===== src/rtl/glpd_pkg.sv =====
// Shared types and constants for the grid local peak detector.
package glpd_pkg;

   localparam int CFG_DIM_W   = 11;
   localparam int ROW_W       = 10;
   localparam int COL_W       = 10;
   localparam int VALUE_W     = 16;
   localparam int TOTAL_W     = 19;
   localparam int CSR_ADDR_W  = 3;
   localparam int CSR_DATA_W  = 32;
   localparam int RSP_DEPTH   = 4;
   localparam int MIN_DIM     = 3;

   localparam logic [TOTAL_W-1:0]   PEAK_TOTAL_MAX     = '1;
   localparam logic [CFG_DIM_W-1:0] GRID_COLUMNS_RESET = 11'd7;
   localparam logic [CFG_DIM_W-1:0] GRID_ROWS_RESET    = 11'd6;

   typedef enum logic {
      REPORT_PEAK  = 1'b0,
      REPORT_COUNT = 1'b1
   } report_kind_type;

   typedef enum logic {
      CSR_GRID_COLUMNS = 1'b0,
      CSR_GRID_ROWS    = 1'b1
   } csr_index_type;

   typedef struct packed {
      logic [CFG_DIM_W-1:0] grid_columns;
      logic [CFG_DIM_W-1:0] grid_rows;
   } cfg_type;

   typedef struct packed {
      report_kind_type     report_kind;
      logic [ROW_W-1:0]    peak_row;
      logic [COL_W-1:0]    peak_column;
      logic [VALUE_W-1:0]  peak_value;
      logic [TOTAL_W-1:0]  peak_total;
      logic                last_of_grid;
   } rsp_beat_type;

   typedef struct packed {
      logic         peak_valid;
      rsp_beat_type peak;
      logic         count_valid;
      rsp_beat_type count;
   } result_push_type;

endpackage


===== src/rtl/glpd_csr.sv =====
// Configuration registers behind the APB-style port.
module glpd_csr (
   input  logic                                clock,
   input  logic                                reset,
   input  logic                                psel,
   input  logic                                penable,
   input  logic                                pwrite,
   input  logic [glpd_pkg::CSR_ADDR_W-1:0]     paddr,
   input  logic [glpd_pkg::CSR_DATA_W-1:0]     pwdata,
   output logic [glpd_pkg::CSR_DATA_W-1:0]     prdata,
   output logic                                pready,
   output glpd_pkg::cfg_type                   cfg
);
   import glpd_pkg::*;

   cfg_type       cfg_ff;
   cfg_type       cfg_in;
   csr_index_type reg_index;
   logic          wr_strobe;

   assign reg_index = csr_index_type'(paddr[CSR_ADDR_W-1]);
   assign wr_strobe = psel & penable & pwrite;

   always_comb begin
      cfg_in = cfg_ff;
      if (wr_strobe) begin
         case (reg_index)
            CSR_GRID_COLUMNS: cfg_in.grid_columns = pwdata[CFG_DIM_W-1:0];
            CSR_GRID_ROWS:    cfg_in.grid_rows    = pwdata[CFG_DIM_W-1:0];
            default:          cfg_in = cfg_ff;
         endcase
      end
   end

   always_ff @(posedge clock) begin
      if (reset) begin
         cfg_ff.grid_columns <= GRID_COLUMNS_RESET;
         cfg_ff.grid_rows    <= GRID_ROWS_RESET;
      end else begin
         cfg_ff <= cfg_in;
      end
   end

   always_comb begin
      case (reg_index)
         CSR_GRID_COLUMNS: prdata = CSR_DATA_W'(cfg_ff.grid_columns);
         CSR_GRID_ROWS:    prdata = CSR_DATA_W'(cfg_ff.grid_rows);
         default:          prdata = '0;
      endcase
   end

   assign pready = 1'b1;
   assign cfg    = cfg_ff;

endmodule


===== config.mk =====
export PLATFORM = sky130hd
export DESIGN_NAME = glpd_csr
export DESIGN_NICKNAME = d
export VERILOG_FILES = /design/src/rtl/glpd_pkg.sv /design/src/rtl/glpd_csr.sv
export SDC_FILE = /design/constraint.sdc
export NUM_CORES = 1
export LEC_CHECK = 0
export BUFFER_PORTS_ARGS = -buffer_cell sky130_fd_sc_hd__buf_2
export CAP_MARGIN = 10
export CORE_UTILIZATION = 35
export DETAILED_ROUTE_END_ITERATION = 7
export GPL_TIMING_DRIVEN = 1
export PLACE_DENSITY_LB_ADDON = 0.3
export SLEW_MARGIN = 20
export SYNTH_ARGS = -nofsm -noshare
export SYNTH_HDL_FRONTEND = slang
export SYNTH_SLANG_ARGS = --single-unit

===== constraint.sdc =====
create_clock -name clock -period 0.8 [get_ports clock]
set_input_delay 0.04 -clock clock [delete_from_list [all_inputs] [get_ports clock]]
set_output_delay 0.04 -clock clock [all_outputs]
set_load 0.01 [all_outputs]

==> results.py <==
metrics = {
    "sta": {
        "worst_slack_ns": -0.279,
        "clock_skew_ns": 0,
        "fin_crit_ns": 1.08,
        "setup_viol": 35,
        "hold_viol": 1,
        "period_share": 1.35,
        "clock.fmax_ghz": 0.927,
        "rsz0062_at_grt": "yes",
        "drv_slew": 0,
        "whs_ns": -0.00325,
    },
    "final_layout": {
        "antenna_cells": 0,
        "area_growth_pct": 67.7,
        "final.fill_count": 289,
        "largest_reg_flops": 22,
        "final_nets": 246,
        "fin_area_sq_um": 2060,
        "drive_gt1_frac": 0.613,
    },
    "synthesis": {
        "ys_ff_latch": 22,
        "yosys.cell_count.top_type": "nand2b_1",
        "synth_area_leader_cell": "dfxtp_1",
        "netlist-cell-type-count": 13,
        "synthArstFlopShare": 0,
        "synth_area_leaders": "dfxtp_1 36%, mux2i_1 18%, buf_4 15%, nand2b_1 13%, mux2_2 10%",
        "seq_area_frac_synth": 0.359,
        "ys.flop_type": "dfxtp_1",
        "synth_top_cell_area_share": 0.359,
        "synth_edf_count": 0,
        "syn_inst": 123,
        "postSynthAreaPerCell_sq_um": 9.98,
        "yosysWarningCount": 0,
        "yosys-top-cells-count": "26 x nand2b_1, 24 x buf_4, 22 x dfxtp_1, 22 x mux2i_1, 11 x mux2_2",
        "syn_area_sq_um": 1230,
    },
    "status": {
        "status": "finished with violations",
        "violations": "negative hold slack, negative setup slack",
    },
    "clock_network": {
        "clockBufferDepth": 2,
        "clk_pin_slew_ns": 0.12,
        "clock_latency_ns": 0.31,
        "clkSinkCount": 22,
        "cts-root-buf": "clkbuf_4",
        "cts_tree": "yes",
        "htreeDepth": 1,
        "cts_buffers": 3,
    },
    "power": {
        "netSwitchingFraction": 0.263,
        "p_per_area_nw_per_um2": 1020,
        "p_total_mw": 2.10,
        "p_comb_frac": 0.218,
        "p_clk_frac": 0.240,
        "p_leak_nw": 1.03,
        "netSwitchingPower_uw": 552,
        "peakVddDrop_mv": 0.700,
        "p_int_mw": 1.55,
        "p_seq_frac": 0.542,
    },
    "grt": {
        "grt_antenna_before_repair": 0,
        "grt-ovfl-total": 0,
        "grt_pass1_wl_um": 4450,
        "grt_use_total": 0.162,
        "grt_pass1_vias": 1041,
        "grt_max_degree": 35,
    },
    "setup_path": {
        "cp.required_ns": 0.76,
        "setup.worst_path.end_class": "primary output",
        "cp_slowest_cell": "dfxtp_2",
        "critPathTopFamily": "flip-flops",
        "crit_type": "reg2out",
        "setup.worst_path.start": "cfg[13]$_SDFFE_PP1P_",
        "worstPathCellList": "mux2_4 > buf_6",
        "critical_path_arrival_ns": 1.04,
        "rr_startpoint": "cfg[1]$_SDFFE_PP1P_",
        "start_kind": "flip-flop",
        "path_buf_inv": 1,
        "cp_slowest_stage_delay_ns": 0.34,
        "cp_max_fo": 2,
    },
    "route": {
        "detail_route.first_pass.iterations": 4,
        "met2_length_um": 1590,
        "ant_nets": 0,
        "avgViaCountPerCell": 4.29,
        "wl_met1_um": 1150,
        "vias": 1073,
        "wl_per_cell_um": 11.9,
        "drc": 0,
        "drtIter0Drc": 23,
        "route.top_layer_used": "met4",
        "wirelength_um": 2960,
        "met3_length_um": 202,
    },
    "place": {
        "place.gp.congestion": 0.634,
        "port_buffers": 49,
        "place_area_sq_um": 1470,
        "dp_hpwl_um": 1970,
    },
    "die": {
        "initial_core_util": 0.368,
        "ios": 95,
        "die_w_um": 61.2,
        "dieArea_sq_um": 3750,
        "rows": 21,
        "dieHeight_um": 61.2,
        "core_area_sq_um": 3340,
    },
    "min_path": {
        "min_from": "pwdata[5]",
        "hp-class": "in2reg",
    },
    "run": {
        "drv_cap": 0,
    },
}
final timing paths:
path                               end  slack [ns]  depth (start not counted)
setup / recovery             prdata[2]       -0.28                          2
hold / removal    cfg[16]$_SDFFE_PP0P_      -0.003                          3
setup reg to reg   cfg[1]$_SDFFE_PP1P_           0                          4
hold reg to reg    cfg[2]$_SDFFE_PP1P_        0.54                          2
worst register-to-register path, stage by stage (launching register included):
cell and delay (ns):
dfxtp_2 0.34, buf_6 0.11, buf_6 0.10, nor2_2 0.06, mux2i_1 0.07
stage by stage:
stage	util	TNS, ns	hold slack, ns	setup WS [ns]	cells
3_5_place_dp	0.441	-0.953	0.324	-0.0981	219
6_report	0.617	-5.71	-0.00325	-0.279	250
5_1_grt	0.617	-7.03	0.0142	-0.312	250
4_1_cts	0.583	-5.52	0.00188	-0.279	243
3_3_place_gp	0.441	-0.342	0.307	-0.0413	219
2_1_floorplan	-	0	0.195	0.142	143
final cells by class:
class                           instances  area (sq um)  share of cell area
Clock buffer                            3          22.5              0.0109
Multi-Input combinational cell         93           711               0.345
Sequential cell                        22           468               0.227
Tap cell                               46          57.6              0.0280
Timing Repair Buffer                   86           800               0.388
what timing repair did:
action	4_1_cts	5_1_grt
setup endpoints to repair	33	34
hold buffers	1	0
resized for setup	71	18
pin swaps	0	1
setup buffers	20	11
endpoints found under the hold margin	1	0
power groups by stage:
stage	sequential [mW]	clock (mW)	combinational [mW]
floorplan	1.17	0	0.264
global placement	1.16	0	0.313
detailed placement	1.16	0	0.320
CTS	1.14	0.521	0.430
global route	1.14	0.572	0.502
finish	1.14	0.504	0.458
layer usage:
layer  vias up  global-route usage
li1        527                   -
met1       496               0.161
met2        46               0.326
met3         4              0.0462
met4         0              0.0390
met5         -                   0
placed cells by master (no fill, tap or decap), drive strengths merged:
master       netlist  routed
dfxtp             22      22
conb               2      22
and4b              1       1
nand2b            26      26
clkbuf             3       3
and4               1       1
mux2i             22      22
buf               25      85
nand4              1       1
nor2               8       8
dlygate4sd3        0       1
mux2              11      11
nand4b             1       1
cell families (layout without fill, tap and decap cells):
family                 after synthesis  after routing  share of synthesized area
buffers and inverters               28             89                      0.165
flip-flops                          22             22                      0.359
multiplexers                        33             33                      0.280
other                                2             22                    0.00612
AND/OR/NAND/NOR                     38             38                      0.190
(Power assumes the default switching activity.)
