**src/rtl/glpd_pkg.sv**
```systemverilog
// Shared types and constants for the grid local peak detector.
package glpd_pkg;

   localparam int CFG_DIM_W   = 11;
   localparam int ROW_W       = 10;
   localparam int COL_W       = 10;
   localparam int VALUE_W     = 16;
   localparam int TOTAL_W     = 19;
   localparam int CSR_ADDR_W  = 3;
   localparam int CSR_DATA_W  = 32;
   localparam int RSP_DEPTH   = 4;
   localparam int MIN_DIM     = 3;

   localparam logic [TOTAL_W-1:0]   PEAK_TOTAL_MAX     = '1;
   localparam logic [CFG_DIM_W-1:0] GRID_COLUMNS_RESET = 11'd7;
   localparam logic [CFG_DIM_W-1:0] GRID_ROWS_RESET    = 11'd6;

   typedef enum logic {
      REPORT_PEAK  = 1'b0,
      REPORT_COUNT = 1'b1
   } report_kind_type;

   typedef enum logic {
      CSR_GRID_COLUMNS = 1'b0,
      CSR_GRID_ROWS    = 1'b1
   } csr_index_type;

   typedef struct packed {
      logic [CFG_DIM_W-1:0] grid_columns;
      logic [CFG_DIM_W-1:0] grid_rows;
   } cfg_type;

   typedef struct packed {
      report_kind_type     report_kind;
      logic [ROW_W-1:0]    peak_row;
      logic [COL_W-1:0]    peak_column;
      logic [VALUE_W-1:0]  peak_value;
      logic [TOTAL_W-1:0]  peak_total;
      logic                last_of_grid;
   } rsp_beat_type;

   typedef struct packed {
      logic         peak_valid;
      rsp_beat_type peak;
      logic         count_valid;
      rsp_beat_type count;
   } result_push_type;

endpackage

```
**src/rtl/glpd_result_fifo.sv**
```systemverilog
// Small result queue taking up to two beats per cycle.
module glpd_result_fifo (
   input  logic                          clock,
   input  logic                          reset,
   input  glpd_pkg::result_push_type     push,
   input  logic                          pop,
   output logic                          out_valid,
   output glpd_pkg::rsp_beat_type        out_beat,
   output logic                          almost_full
);
   import glpd_pkg::*;

   localparam int PTR_W = $clog2(RSP_DEPTH);
   localparam int CNT_W = $clog2(RSP_DEPTH + 1);

   rsp_beat_type     q_ff [RSP_DEPTH];
   logic [PTR_W-1:0] wr_ptr_ff, wr_ptr_in, rd_ptr_ff, rd_ptr_in, wr_next;
   logic [CNT_W-1:0] count_ff, count_in;
   logic             first_valid, second_valid, do_pop;
   rsp_beat_type     first_beat;
   logic [1:0]       n_push;

   assign first_valid  = push.peak_valid | push.count_valid;
   assign second_valid = push.peak_valid & push.count_valid;
   assign first_beat   = push.peak_valid ? push.peak : push.count;
   assign wr_next      = wr_ptr_ff + PTR_W'(1);
   assign n_push       = {1'b0, first_valid} + {1'b0, second_valid};
   assign do_pop       = pop & (count_ff != '0);

   always_comb begin
      wr_ptr_in = wr_ptr_ff + PTR_W'(n_push);
      rd_ptr_in = do_pop ? rd_ptr_ff + PTR_W'(1) : rd_ptr_ff;
      count_in  = count_ff + CNT_W'(n_push) - CNT_W'(do_pop);
   end

   always_ff @(posedge clock) begin
      if (first_valid) begin
         q_ff[wr_ptr_ff] <= first_beat;
      end
      if (second_valid) begin
         q_ff[wr_next] <= push.count;
      end
   end

   always_ff @(posedge clock) begin
      if (reset) begin
         wr_ptr_ff <= '0;
         rd_ptr_ff <= '0;
         count_ff  <= '0;
      end else begin
         wr_ptr_ff <= wr_ptr_in;
         rd_ptr_ff <= rd_ptr_in;
         count_ff  <= count_in;
      end
   end

   assign out_valid   = (count_ff != '0);
   assign out_beat    = q_ff[rd_ptr_ff];
   assign almost_full = (count_ff > CNT_W'(RSP_DEPTH - 2));

endmodule
```
**config.mk**
```make
export PLATFORM = sky130hd
export DESIGN_NAME = glpd_result_fifo
export DESIGN_NICKNAME = d
export VERILOG_FILES = /design/src/rtl/glpd_pkg.sv /design/src/rtl/glpd_result_fifo.sv
export SDC_FILE = /design/constraint.sdc
export NUM_CORES = 1
export LEC_CHECK = 0
export ABC_AREA = 0
export BUFFER_PORTS_ARGS = -buffer_cell sky130_fd_sc_hd__buf_2
export CORE_UTILIZATION = 35
export DETAILED_ROUTE_END_ITERATION = 16
export GPL_ROUTABILITY_DRIVEN = 0
export SYNTH_ARGS = -nofsm -noshare
export SYNTH_HDL_FRONTEND = slang
export SYNTH_SLANG_ARGS = --single-unit
```
**constraint.sdc**
```tcl
create_clock -name clock -period 6.95 [get_ports clock]
set_input_delay 0.3475 -clock clock [delete_from_list [all_inputs] [get_ports clock]]
set_output_delay 0.3475 -clock clock [all_outputs]
set_load 0.01 [all_outputs]
```
==> run metrics <==
EDFF count, synth 228; final hold vios 0; detailed-route wire length 26.7 mm; #FFs+latches synth 237; fmax between 300 and 400 MHz; vias in the first global route 6732; detailed-route DRC error count 0; CTS HTree Levels 1; reg-to-reg slack, setup 4.18 ns; top cells by area, synth edfxtp_1 (60%), mux2_2 (20%), mux4_2 (11%), mux2_1 (3.0%), dfxtp_1 (1.6%); largest net degree at the start of global routing 58; via count 6244; Max Cap Viol 0; post-cts sizing count 0; worst path bufs/invs 2; post-route setup TNS 0 ns; Yosys Warn Count 0; Clk pwr share 30.8%; CTS Root Buffer Type clkbuf_16; Die W about 180 um; Synth cell types 29; hold path startpoint reset; cell with the most instances after synthesis edfxtp_1; Mapped Nets 730; drt pass-1 iters 4; CTS Sinks about 240; CP arrival 2.77 ns; I/O pins 178; Critical Path RT roughly 6.6 ns; Avg WL per Cell 21.5 um; Psw 1.22 mW; LEAKAGE 4.74 nW; FF-to-FF path depth 4; Clock Path Buffers 3; Synth Area per Inst 18.9 um^2; CP max-delay cell buf_4; CP Cell Sequence buf_4 -> mux4_2 -> buf_2; maximum vdd ir drop 0.294 mV; Core Box Area 0.0318 mm^2; Detail Route Antenna Nets 0; sequential-to-total area share from yosys stat slightly above 60%; Setup-failing EPs final 0; unrepaired setup endpoints after global routing no; hold depth 2; Syn Std Cell Area 0.0114 mm^2; critical path class reg2out; initial DRC count 406; CTS tree done; initial antenna violation count 10; Tightest Pin Transition 1.02 ns; hold_buf cts 0; first-pass GRT wire length about 41 mm; Top FF cell, synth edfxtp_1; Pint 3.13 mW; hold path endpoint count_ff[1]; Worst setup SP type flip-flop; die area between 0.03 and 0.04 mm^2; Flop pwr share between 40 and 50%; total gr overflow 0; Syn-to-layout area delta 19.4%; status completed; postcts setup bufs 0; slew margin rel. between 30% and 40%; reg2reg start wr_ptr_ff[1]; Worst setup EP type output port; post-synth top area share 60.0%; max-slew violation count 0; max incr delay on CP 0.78 ns; share of synthesized flip-flops with an asynchronous set or reset 0%; Final Critical Period 3.12 ns; switch share 28.0%; CP max FO 39; combinational power share 24.6%; Tcrit/Tclk final 44.8%; skew final 0.00913 ns; Critical R2R Capture q_ff[3][2]; Clk Latency, worst-skew pair approximately 0.53 ns; nets 909; CP delay by family, top buffers and inverters; IO Port Bufs 177; Tot Pwr 4.35 mW; PD cells 319 mW/mm^2; Commonest cells post-synth edfxtp_1 (228), mux2_2 (198), mux4_2 (57); clock-pin slew on the worst setup and hold paths 0.05 ns; fraction of layout cells with a size suffix above 1 about three fifths; area leader, netlist edfxtp_1; Worst Hold Class in2reg; overall global routing resource usage approximately 16%; HPWL after DPL 14.8 mm; Die H 183 um; vias per cell 5.02; post-synthesis instance total 604; Starting Density 35.9%; CTS Buf Count 27; row count between 60 and 70
cell families (layout without fill, tap and decap cells):
kind of cell    count (synthesis)  in the layout  share of synthesized area (%)
flops                         237            237                           61.6
simple gates                   14             14                          0.559
compound gates                 10             10                          0.723
fa+ha+maj                       7              7                          0.833
mux                           285            285                           33.7
buf+inv                        45            243                           2.14
xor+xnor                        6              6                          0.460
other cells                     0              6                              0
how the worst max path moves through the flow:
| stage | startpoint | endpoint | slack, ns | cells after the start |
|---|---|---|---|---|
| finish | flip-flop | out_beat[8] | 3.83 | 3 |
| global route | flip-flop | out_beat[13] | 3.58 | 3 |
| CTS | flip-flop | out_beat[13] | 3.70 | 3 |
| detailed placement | push[115] | q_ff[1][44] | 3.99 | 6 |
| global placement | push[115] | q_ff[1][40] | 4.08 | 6 |
| floorplan | push[57] | q_ff[1][0] | 1.51 | 3 |
final cells by class:
class	count	area, um^2
repair buffers	187	961
flip-flops and latches	237	7030
diodes	6	15.0
clock inverters	17	128
multi-input cells	322	4230
clock buffers	31	691
fillers	2870	18200
well taps	435	544
inverters	8	30.0
power by group through the flow:
stage	Combinational (mW)	Clock, mW	Sequential, mW
6_report	1.07	1.34	1.94
5_1_grt	1.17	1.43	1.97
4_1_cts	1.10	1.38	1.95
3_5_place_dp	1.10	0	1.98
3_3_place_gp	1.09	0	1.97
2_1_floorplan	0.752	0	1.91
per-layer routing:
metal / part of all wire, % / track usage [%] / vias up
li1: - / - / 2849
met1: 44 / 21.4 / 3164
met2: 46 / 25.8 / 172
met3: 7.8 / 5.07 / 49
met4: 1.8 / 3.70 / 10
met5: 0.28 / 0 / -
worst register-to-register path: cells and delay by family (launching register included):
family                 cells  cell delay, ns
flip-flops                 1            0.68
buffers and inverters      2            0.99
multiplexers               1            0.45
AO/OA/AOI/OAI              1            0.40
metrics by stage:
step | setup slack [ns] | instance area, um^2 | cells | hold WS (ns) | utilization [%]
6_report | 3.83 | 13600 | 1243 | 0.0843 | 42.9
5_1_grt | 3.58 | 13600 | 1239 | 0.0869 | 42.8
4_1_cts | 3.70 | 13600 | 1237 | 0.0640 | 42.8
3_5_place_dp | 3.99 | 12800 | 1189 | 0.517 | 40.3
3_3_place_gp | 4.08 | 12800 | 1189 | 0.505 | 40.3
2_1_floorplan | 1.51 | 11400 | 604 | 0.414 | -
placed cells by master (no fill, tap or decap), drive strengths merged, types with 3 or more instances in the layout:
cell type / synthesis / final
buf: 32 / 187
clkbuf: 5 / 31
clkinv: 0 / 14
dfxtp: 9 / 9
diode: 0 / 6
edfxtp: 228 / 228
ha: 6 / 6
inv: 8 / 8
mux2: 228 / 228
mux4: 57 / 57
nor2: 7 / 7
o31ai: 3 / 3
xnor2: 5 / 5
registers in the layout, summed over array words and instances, names as in the netlist, named ones only:
signal	count
q_ff	228
count_ff	3
rd_ptr_ff	2
wr_ptr_ff	2
Note: power is estimated with default switching activity, not from simulation.
